`src/rtl/bdpc_pkg.sv`:
```
`timescale 1ns / 1ps
// ----------------------------------------------------------------------------
// bdpc_pkg
// Shared types and constants for the button debounce and press classifier.
// ----------------------------------------------------------------------------
package bdpc_pkg;

  localparam int unsigned CfgIdxWidth  = 3;
  localparam int unsigned CfgDataWidth = 16;
  localparam int unsigned MsWidth      = 16;
  localparam int unsigned NowWidth     = 32;
  localparam int unsigned InDataWidth  = 40;
  localparam int unsigned OutDataWidth = 8;

  typedef enum logic [CfgIdxWidth-1:0] {
    CFG_ACTIVE_LOW      = 3'd0,
    CFG_DEBOUNCE        = 3'd1,
    CFG_LONG_PRESS      = 3'd2,
    CFG_VERY_LONG_PRESS = 3'd3,
    CFG_REPEAT_START    = 3'd4,
    CFG_REPEAT_INTERVAL = 3'd5
  } cfg_idx_e;

  typedef enum logic [2:0] {
    EV_NONE      = 3'd0,
    EV_SHORT     = 3'd1,
    EV_LONG      = 3'd2,
    EV_VERY_LONG = 3'd3,
    EV_REPEAT    = 3'd4,
    EV_RELEASED  = 3'd5
  } event_e;

  typedef struct packed {
    logic               active_low;
    logic [MsWidth-1:0] debounce_ms;
    logic [MsWidth-1:0] long_press_ms;
    logic [MsWidth-1:0] very_long_press_ms;
    logic [MsWidth-1:0] repeat_start_ms;
    logic [MsWidth-1:0] repeat_interval_ms;
  } cfg_t;

endpackage

```
`src/rtl/bdpc_cfg_regs.sv`:
```
`timescale 1ns / 1ps
// ----------------------------------------------------------------------------
// bdpc_cfg_regs
// Configuration register file; writes to unknown indexes are dropped.
// ----------------------------------------------------------------------------
module bdpc_cfg_regs (
  input  logic                                clk_i,
  input  logic                                rst_ni,
  input  logic                                cfg_valid_i,
  output logic                                cfg_ready_o,
  input  logic [bdpc_pkg::CfgIdxWidth-1:0]    cfg_addr_i,
  input  logic [bdpc_pkg::CfgDataWidth-1:0]   cfg_data_i,
  output bdpc_pkg::cfg_t                      cfg_o
);
  import bdpc_pkg::*;

  cfg_t cfg_q, cfg_d;

  assign cfg_ready_o = 1'b1;
  assign cfg_o       = cfg_q;

  always_comb begin
    cfg_d = cfg_q;
    if (cfg_valid_i) begin
      case (cfg_addr_i)
        CFG_ACTIVE_LOW:      cfg_d.active_low         = cfg_data_i[0];
        CFG_DEBOUNCE:        cfg_d.debounce_ms        = cfg_data_i;
        CFG_LONG_PRESS:      cfg_d.long_press_ms      = cfg_data_i;
        CFG_VERY_LONG_PRESS: cfg_d.very_long_press_ms = cfg_data_i;
        CFG_REPEAT_START:    cfg_d.repeat_start_ms    = cfg_data_i;
        CFG_REPEAT_INTERVAL: cfg_d.repeat_interval_ms = cfg_data_i;
        default:             cfg_d = cfg_q;
      endcase
    end
  end

  always_ff @(posedge clk_i or negedge rst_ni) begin
    if (!rst_ni) begin
      cfg_q.active_low         <= 1'b1;
      cfg_q.debounce_ms        <= 16'd50;
      cfg_q.long_press_ms      <= 16'd1000;
      cfg_q.very_long_press_ms <= 16'd3000;
      cfg_q.repeat_start_ms    <= 16'd1500;
      cfg_q.repeat_interval_ms <= 16'd200;
    end else begin
      cfg_q <= cfg_d;
    end
  end

endmodule

```
`src/rtl/bdpc_classify.sv`:
```
`timescale 1ns / 1ps
// ----------------------------------------------------------------------------
// bdpc_classify
// Debounce and press timing state with the one-step classification logic.
// ----------------------------------------------------------------------------
module bdpc_classify #(
  parameter int unsigned TIME_BITS = 32
) (
  input  logic                              clk_i,
  input  logic                              rst_ni,
  input  bdpc_pkg::cfg_t                    cfg_i,
  input  logic                              step_i,
  input  logic                              pin_level_i,
  input  logic [bdpc_pkg::NowWidth-1:0]     now_ms_i,
  output bdpc_pkg::event_e                  event_o
);
  import bdpc_pkg::*;

  logic                 last_raw_q, last_raw_d;
  logic [TIME_BITS-1:0] last_change_q, last_change_d;
  logic                 stable_q, stable_d;
  logic [TIME_BITS-1:0] press_start_q, press_start_d;
  logic                 long_fired_q, long_fired_d;
  logic                 vlong_fired_q, vlong_fired_d;
  logic [TIME_BITS-1:0] last_repeat_q, last_repeat_d;

  logic                 raw;
  logic [TIME_BITS-1:0] now_t;
  logic [TIME_BITS-1:0] since_change, held, since_repeat;
  logic [TIME_BITS-1:0] deb_t, long_t, vlong_t, rep_start_t, rep_int_t;

  assign raw          = cfg_i.active_low ? ~pin_level_i : pin_level_i;
  assign now_t        = TIME_BITS'(now_ms_i);
  assign since_change = now_t - last_change_q;
  assign held         = now_t - press_start_q;
  assign since_repeat = now_t - last_repeat_q;
  assign deb_t        = TIME_BITS'(cfg_i.debounce_ms);
  assign long_t       = TIME_BITS'(cfg_i.long_press_ms);
  assign vlong_t      = TIME_BITS'(cfg_i.very_long_press_ms);
  assign rep_start_t  = TIME_BITS'(cfg_i.repeat_start_ms);
  assign rep_int_t    = TIME_BITS'(cfg_i.repeat_interval_ms);

  always_comb begin
    last_raw_d    = last_raw_q;
    last_change_d = last_change_q;
    stable_d      = stable_q;
    press_start_d = press_start_q;
    long_fired_d  = long_fired_q;
    vlong_fired_d = vlong_fired_q;
    last_repeat_d = last_repeat_q;
    event_o       = EV_NONE;

    if (raw != last_raw_q) begin
      // Any level change only restarts the settle timer.
      last_raw_d    = raw;
      last_change_d = now_t;
    end else if (since_change < deb_t) begin
      event_o = EV_NONE;
    end else if (raw && !stable_q) begin
      stable_d      = 1'b1;
      press_start_d = now_t;
      long_fired_d  = 1'b0;
      vlong_fired_d = 1'b0;
      last_repeat_d = now_t;
    end else if (raw) begin
      // At most one event per word, in priority order long, very long, repeat.
      if (!long_fired_q && held >= long_t) begin
        long_fired_d = 1'b1;
        event_o      = EV_LONG;
      end else if (!vlong_fired_q && held >= vlong_t) begin
        vlong_fired_d = 1'b1;
        event_o       = EV_VERY_LONG;
      end else if (long_fired_q && !vlong_fired_q && held >= rep_start_t &&
                   since_repeat >= rep_int_t) begin
        last_repeat_d = now_t;
        event_o       = EV_REPEAT;
      end
    end else if (stable_q) begin
      stable_d      = 1'b0;
      long_fired_d  = 1'b0;
      vlong_fired_d = 1'b0;
      if (long_fired_q) begin
        event_o = EV_RELEASED;
      end else if (held >= deb_t) begin
        event_o = EV_SHORT;
      end
    end
  end

  always_ff @(posedge clk_i or negedge rst_ni) begin
    if (!rst_ni) begin
      last_raw_q    <= 1'b0;
      last_change_q <= '0;
      stable_q      <= 1'b0;
      press_start_q <= '0;
      long_fired_q  <= 1'b0;
      vlong_fired_q <= 1'b0;
      last_repeat_q <= '0;
    end else if (step_i) begin
      last_raw_q    <= last_raw_d;
      last_change_q <= last_change_d;
      stable_q      <= stable_d;
      press_start_q <= press_start_d;
      long_fired_q  <= long_fired_d;
      vlong_fired_q <= vlong_fired_d;
      last_repeat_q <= last_repeat_d;
    end
  end

endmodule

```
`src/rtl/button_debounce_press_classifier_core.sv`:
```
`timescale 1ns / 1ps
// ----------------------------------------------------------------------------
// button_debounce_press_classifier_core
// Button debouncer with short, long, very long press and repeat events.
// ----------------------------------------------------------------------------
// Each input word carries one raw pin sample and a millisecond timestamp on
// the s_axis channel. For every accepted word exactly one result word leaves
// on m_axis with the event code (none, short, long, very long, repeat or
// released). The input word is registered, classified combinationally against
// the timing state, and the event lands in an output register, from which the
// result can be taken; one word is taken in every cycle while the output
// register is free or drains. The timing state is updated in the same cycle
// as the classification, so the next word always sees the state left by the
// one before it.
// When the receiver stalls, the result stays in the output register and one
// more word may wait in the input register; then s_axis_tready drops.
// Reset clears the timing state (button released at time zero) and loads
// the default thresholds. Configuration words are taken in any cycle and
// should be written only while no word is in flight.
// ----------------------------------------------------------------------------
module button_debounce_press_classifier_core #(
  parameter int unsigned TIME_BITS = 32
) (
  input  logic                                 clk_i,
  input  logic                                 rst_ni,
  input  logic                                 s_axis_tvalid,
  output logic                                 s_axis_tready,
  // Fields from bit 0: pin_level [0], now_ms [32:1], zero fill [39:33].
  input  logic [bdpc_pkg::InDataWidth-1:0]     s_axis_tdata,
  output logic                                 m_axis_tvalid,
  input  logic                                 m_axis_tready,
  // Fields from bit 0: event_res [2:0], zero fill [7:3].
  output logic [bdpc_pkg::OutDataWidth-1:0]    m_axis_tdata,
  input  logic                                 cfg_valid_i,
  output logic                                 cfg_ready_o,
  input  logic [bdpc_pkg::CfgIdxWidth-1:0]     cfg_addr_i,
  input  logic [bdpc_pkg::CfgDataWidth-1:0]    cfg_data_i
);
  import bdpc_pkg::*;

  cfg_t                cfg;
  event_e              event_c;
  logic                advance;

  logic                in_valid_q, in_valid_d;
  logic                in_pin_q;
  logic [NowWidth-1:0] in_now_q;
  logic                out_valid_q, out_valid_d;
  event_e              out_event_q;

  // The classify stage moves when it holds a word and the output register is free or drains.
  assign advance       = in_valid_q && (!out_valid_q || m_axis_tready);
  assign s_axis_tready = !in_valid_q || advance;

  always_comb begin
    in_valid_d = in_valid_q;
    if (s_axis_tready) begin
      in_valid_d = s_axis_tvalid;
    end
    out_valid_d = out_valid_q;
    if (advance) begin
      out_valid_d = 1'b1;
    end else if (m_axis_tready) begin
      out_valid_d = 1'b0;
    end
  end

  always_ff @(posedge clk_i or negedge rst_ni) begin
    if (!rst_ni) begin
      in_valid_q  <= 1'b0;
      out_valid_q <= 1'b0;
    end else begin
      in_valid_q  <= in_valid_d;
      out_valid_q <= out_valid_d;
    end
  end

  always_ff @(posedge clk_i) begin
    if (s_axis_tready && s_axis_tvalid) begin
      in_pin_q <= s_axis_tdata[0];
      in_now_q <= s_axis_tdata[NowWidth:1];
    end
    if (advance) begin
      out_event_q <= event_c;
    end
  end

  bdpc_cfg_regs u_cfg_regs (
    .clk_i       (clk_i),
    .rst_ni      (rst_ni),
    .cfg_valid_i (cfg_valid_i),
    .cfg_ready_o (cfg_ready_o),
    .cfg_addr_i  (cfg_addr_i),
    .cfg_data_i  (cfg_data_i),
    .cfg_o       (cfg)
  );

  bdpc_classify #(
    .TIME_BITS (TIME_BITS)
  ) u_classify (
    .clk_i       (clk_i),
    .rst_ni      (rst_ni),
    .cfg_i       (cfg),
    .step_i      (advance),
    .pin_level_i (in_pin_q),
    .now_ms_i    (in_now_q),
    .event_o     (event_c)
  );

  assign m_axis_tvalid = out_valid_q;
  assign m_axis_tdata  = OutDataWidth'(out_event_q);

endmodule

```
`config.mk`:
```
export PLATFORM = sky130hd
export DESIGN_NAME = button_debounce_press_classifier_core
export DESIGN_NICKNAME = d
export VERILOG_FILES = /design/src/rtl/bdpc_pkg.sv /design/src/rtl/bdpc_cfg_regs.sv /design/src/rtl/bdpc_classify.sv /design/src/rtl/button_debounce_press_classifier_core.sv
export SDC_FILE = /design/constraint.sdc
export NUM_CORES = 1
export LEC_CHECK = 0
export BUFFER_PORTS_ARGS = -buffer_cell sky130_fd_sc_hd__buf_2
export CORE_MARGIN = 2
export CORE_UTILIZATION = 50
export DETAILED_ROUTE_END_ITERATION = 12
export PLACE_DENSITY_LB_ADDON = 0.05
export SKIP_CTS_REPAIR_TIMING = 1
export SLEW_MARGIN = 15
export SYNTH_ARGS = -nofsm -noshare
export SYNTH_HDL_FRONTEND = slang
export SYNTH_HIERARCHICAL = 1
export SYNTH_SLANG_ARGS = --single-unit
```
`constraint.sdc`:
```
create_clock -name clk_i -period 4.7 [get_ports clk_i]
set_input_delay 0.47 -clock clk_i [delete_from_list [all_inputs] [get_ports clk_i]]
set_output_delay 0.47 -clock clk_i [all_outputs]
set_load 0.01 [all_outputs]
```
==> reports/qor.csv <==
metric,value,unit
cp_max_fo,7,
routed_via_density,5.692,
avgSynthCellArea,9.524,sq um
layout_common_cells,"216 x buf_4, 194 x inv_1, 183 x ha_1, 156 x dfrtp_1, 116 x a21oi_1",
fillCellCount,2908,
rr_worst_depth,24,
period_share,1.089,
synthFlopType,dfrtp_1,
num_vias,14275,
dieArea,35300,sq um
dpl.hpwl,38.60,mm
fp.dieH,187.9,microns
worstMarginPinSlew,1.155,ns
fin_cells,2508,
pwr-share-comb,0.678,
ys_warn_count,6,
grt_pass1_wl,77.65,mm
finalHoldViolations,0,
nets,2293,
crit_path_end_kind,flop,
p_leak,9.768,nW
core_area,33450,sq um
required,5.13,ns
postSynthCellCount,1775,
ant_nets,0,
multiInputGateArea,10630,sq um
numPlacedInstances,2435,
synth-edff-count,36,
sw_frac_of_total,0.4406,
timing.final.crit_period,5.120,ns
drt_wl_total,50.05,mm
pwr-share-seq,0.189,
synth_cell_type_count,91,
status,"complete, but fails checks",
clock_path_buffers,3,
port_buffers,61,
violations,setup timing,
power_density,743.1,nW/um^2
rsz0062_at_grt,true,
cts.root.buffer_cell,clkbuf_16,
setup_viol,70,
start_util,0.5054,
gp_congestion,0.9201,
cts_htree_levels,1,
clk_pin_slew_worst_paths,0.06,ns
tritoncts,yes,
max_freq,0.1953,GHz
power_switching,6.805,mW
slew_viol_final,0,
synth_area,16900,sq um
clkPwrFrac,0.133,
vdd_drop_max,0.0004103,V
rr_endpoint,u_classify/last_repeat_q[12],
remaining_drc_errors,0,
antenna_found_initial,2,
grt_pass1_vias,14091,
layout_commonest_cell,buf_4,
critPathKind,flop to flop,
internal_power,8.639,mW
grt_overflow,0,
finClkSkew,0.02414,ns
drtPass1Iterations,5,
min_path_type,primary input to asynchronous set/reset pin,
async_reset_ff_frac,0.8356,
grt_max_degree,99,
utilization,0.6214,
regArea,5694,sq um
grt_use_total,0.2770,
rrSetupSlack,-0.42,ns
synth-seq-cells,219,
io_pins,75,
insertion_delay,0.56,ns
wl_per_cell,19.96,microns
synth_seq_area_share,0.3368,
cts_sinks,219,
area_delta_synth_final,22.94,%
rows,67,
drt_iter0_drc,822,
cts_made_buffers,27,
start_kind,flop,
die_w,187.9,microns
drive_gt1_frac,0.3055,
setup_slack,-0.4204,ns
r2r-start,in_now_q[0],
max-cap-violations,0,
arrival,5.55,ns
relSlewSlack,0.2299,
-- critical path, stage by stage (launching register included) --
cell and delay [ns]:
edfxtp_1 0.42, inv_2 0.09, buf_6 0.10, buf_4 0.11, ha_4 0.12, inv_2 0.04, fa_2 0.42, a21oi_2 0.17
and4b_2 0.27, nor2_4 0.13, xnor2_2 0.07, ha_2 0.17, or4_4 0.52, a21oi_2 0.13, o21ai_2 0.09, a22oi_1 0.20
nand4_1 0.19, a2111oi_4 0.36, nand4_1 0.18, nor4_4 0.23, buf_4 0.20, nor3_4 0.06, o211a_4 0.22, clkbuf_16 0.18
mux2_4 0.30
-- power groups by stage --
| stage | Sequential [mW] | Clock [mW] | Combinational, mW |
|---|---|---|---|
| floorplan | 2.84 | 0 | 6.19 |
| CTS | 2.91 | 2.10 | 9.82 |
| global placement | 2.91 | 0 | 9.62 |
| finish | 2.92 | 2.05 | 10.5 |
| global route | 3.00 | 2.16 | 11.6 |
| detailed placement | 2.93 | 0 | 9.74 |
-- flip-flops by register name (all words and copies together) (netlist names) --
register / count
u_classify/long_fired_q: 1
u_classify/last_raw_q: 1
u_classify/stable_q: 1
out_event_q: 3
u_classify/press_start_q: 32
m_axis_tvalid: 1
u_cfg_regs/cfg_o: 81
in_valid_q: 1
u_classify/vlong_fired_q: 1
u_classify/last_change_q: 32
in_pin_q: 1
u_classify/last_repeat_q: 32
in_now_q: 32
-- synthesized netlist by cell type (9+ instances only) --
| cell type | instances | area [sq um] |
|---|---|---|
| dfrtp_1 | 156 | 3904 |
| xor2_1 | 27 | 236.5 |
| o21ai_0 | 110 | 550.5 |
| nor2b_1 | 19 | 118.9 |
| and4_1 | 9 | 78.83 |
| a211oi_1 | 30 | 225.2 |
| o21a_1 | 19 | 142.6 |
| dfstp_2 | 27 | 709.4 |
| and3_1 | 19 | 118.9 |
| a21o_1 | 50 | 375.4 |
| nor2_1 | 72 | 270.3 |
| nand3_1 | 53 | 265.3 |
| a21oi_1 | 125 | 625.6 |
| o21bai_1 | 10 | 75.07 |
| inv_1 | 197 | 739.5 |
| a31oi_1 | 12 | 75.07 |
| and2_1 | 12 | 75.07 |
| mux2_2 | 95 | 1070 |
| nand2b_1 | 16 | 100.1 |
| buf_6 | 9 | 101.4 |
| xnor2_1 | 38 | 332.8 |
| ha_1 | 188 | 2352 |
| nand2_1 | 99 | 371.6 |
| or3_1 | 15 | 93.84 |
| mux2_4 | 50 | 750.7 |
| nor3_1 | 27 | 135.1 |
| edfxtp_1 | 36 | 1081 |
| o2111ai_1 | 12 | 105.1 |
| o211ai_1 | 18 | 135.1 |
| nand4_1 | 31 | 193.9 |
| clkbuf_1 | 42 | 157.7 |
-- layer usage --
metal / GRT usage / up-vias / routed length (microns)
li1: - / 6969 / -
met1: 0.4079 / 6926 / 24340
met2: 0.4305 / 301 / 22250
met3: 0.04174 / 79 / 2240
met4: 0.06057 / 0 / 1225
met5: 0 / - / 0
-- through the flow --
step           area (sq um)  power, mW  worst slack, ns  hold slack [ns]  TNS [ns]
3_3_place_gp          19100      12.54          -0.6590           0.4697    -41.87
5_1_grt               20780      16.75          -0.6680          0.06189    -38.33
6_report              20780      15.44          -0.4204          0.01040    -24.82
2_1_floorplan         16930      9.024          0.05928           0.1744         0
3_5_place_dp          19100      12.68          -0.7262           0.4727    -45.86
4_1_cts               19970      14.82          -0.7445          0.03349    -47.15
-- cell type report --
type / count / share of cell area
antenna: 1 / 0.0001204
clock buffer: 33 / 0.03456
clock inverter: 17 / 0.007345
inverter: 197 / 0.03558
multi-input combinational: 1295 / 0.5116
sequential: 219 / 0.2740
tap: 448 / 0.02697
timing repair buffer: 298 / 0.1099
-- logic make-up (layout without fill, tap and decap cells) --
kind of cell	after synthesis	after routing	share of synthesized area
xor gates and xnor gates	65	65	0.03368
other	2	7	0.0004442
adders and majority gates	191	191	0.1427
buffers and inverters	266	545	0.06639
muxes	153	153	0.1126
and+or+nand+nor	417	417	0.1309
DFF	219	219	0.3368
AOI/OAI and AO/OA	462	463	0.1765
-- worst max-delay path by stage --
stage	from	to	slack, ns	cells after the start
finish	in_now_q[0]	u_classify/last_repeat_q[12]	-0.42	24
global route	in_now_q[7]	u_classify/last_repeat_q[12]	-0.67	21
CTS	in_now_q[1]	u_classify/last_repeat_q[22]	-0.74	21
detailed placement	in_now_q[1]	u_classify/last_repeat_q[0]	-0.73	21
global placement	in_now_q[0]	u_classify/last_repeat_q[0]	-0.66	22
floorplan	in_now_q[1]	u_classify/last_repeat_q[10]	0.06	22
Note: power is estimated with default switching activity, not from simulation.
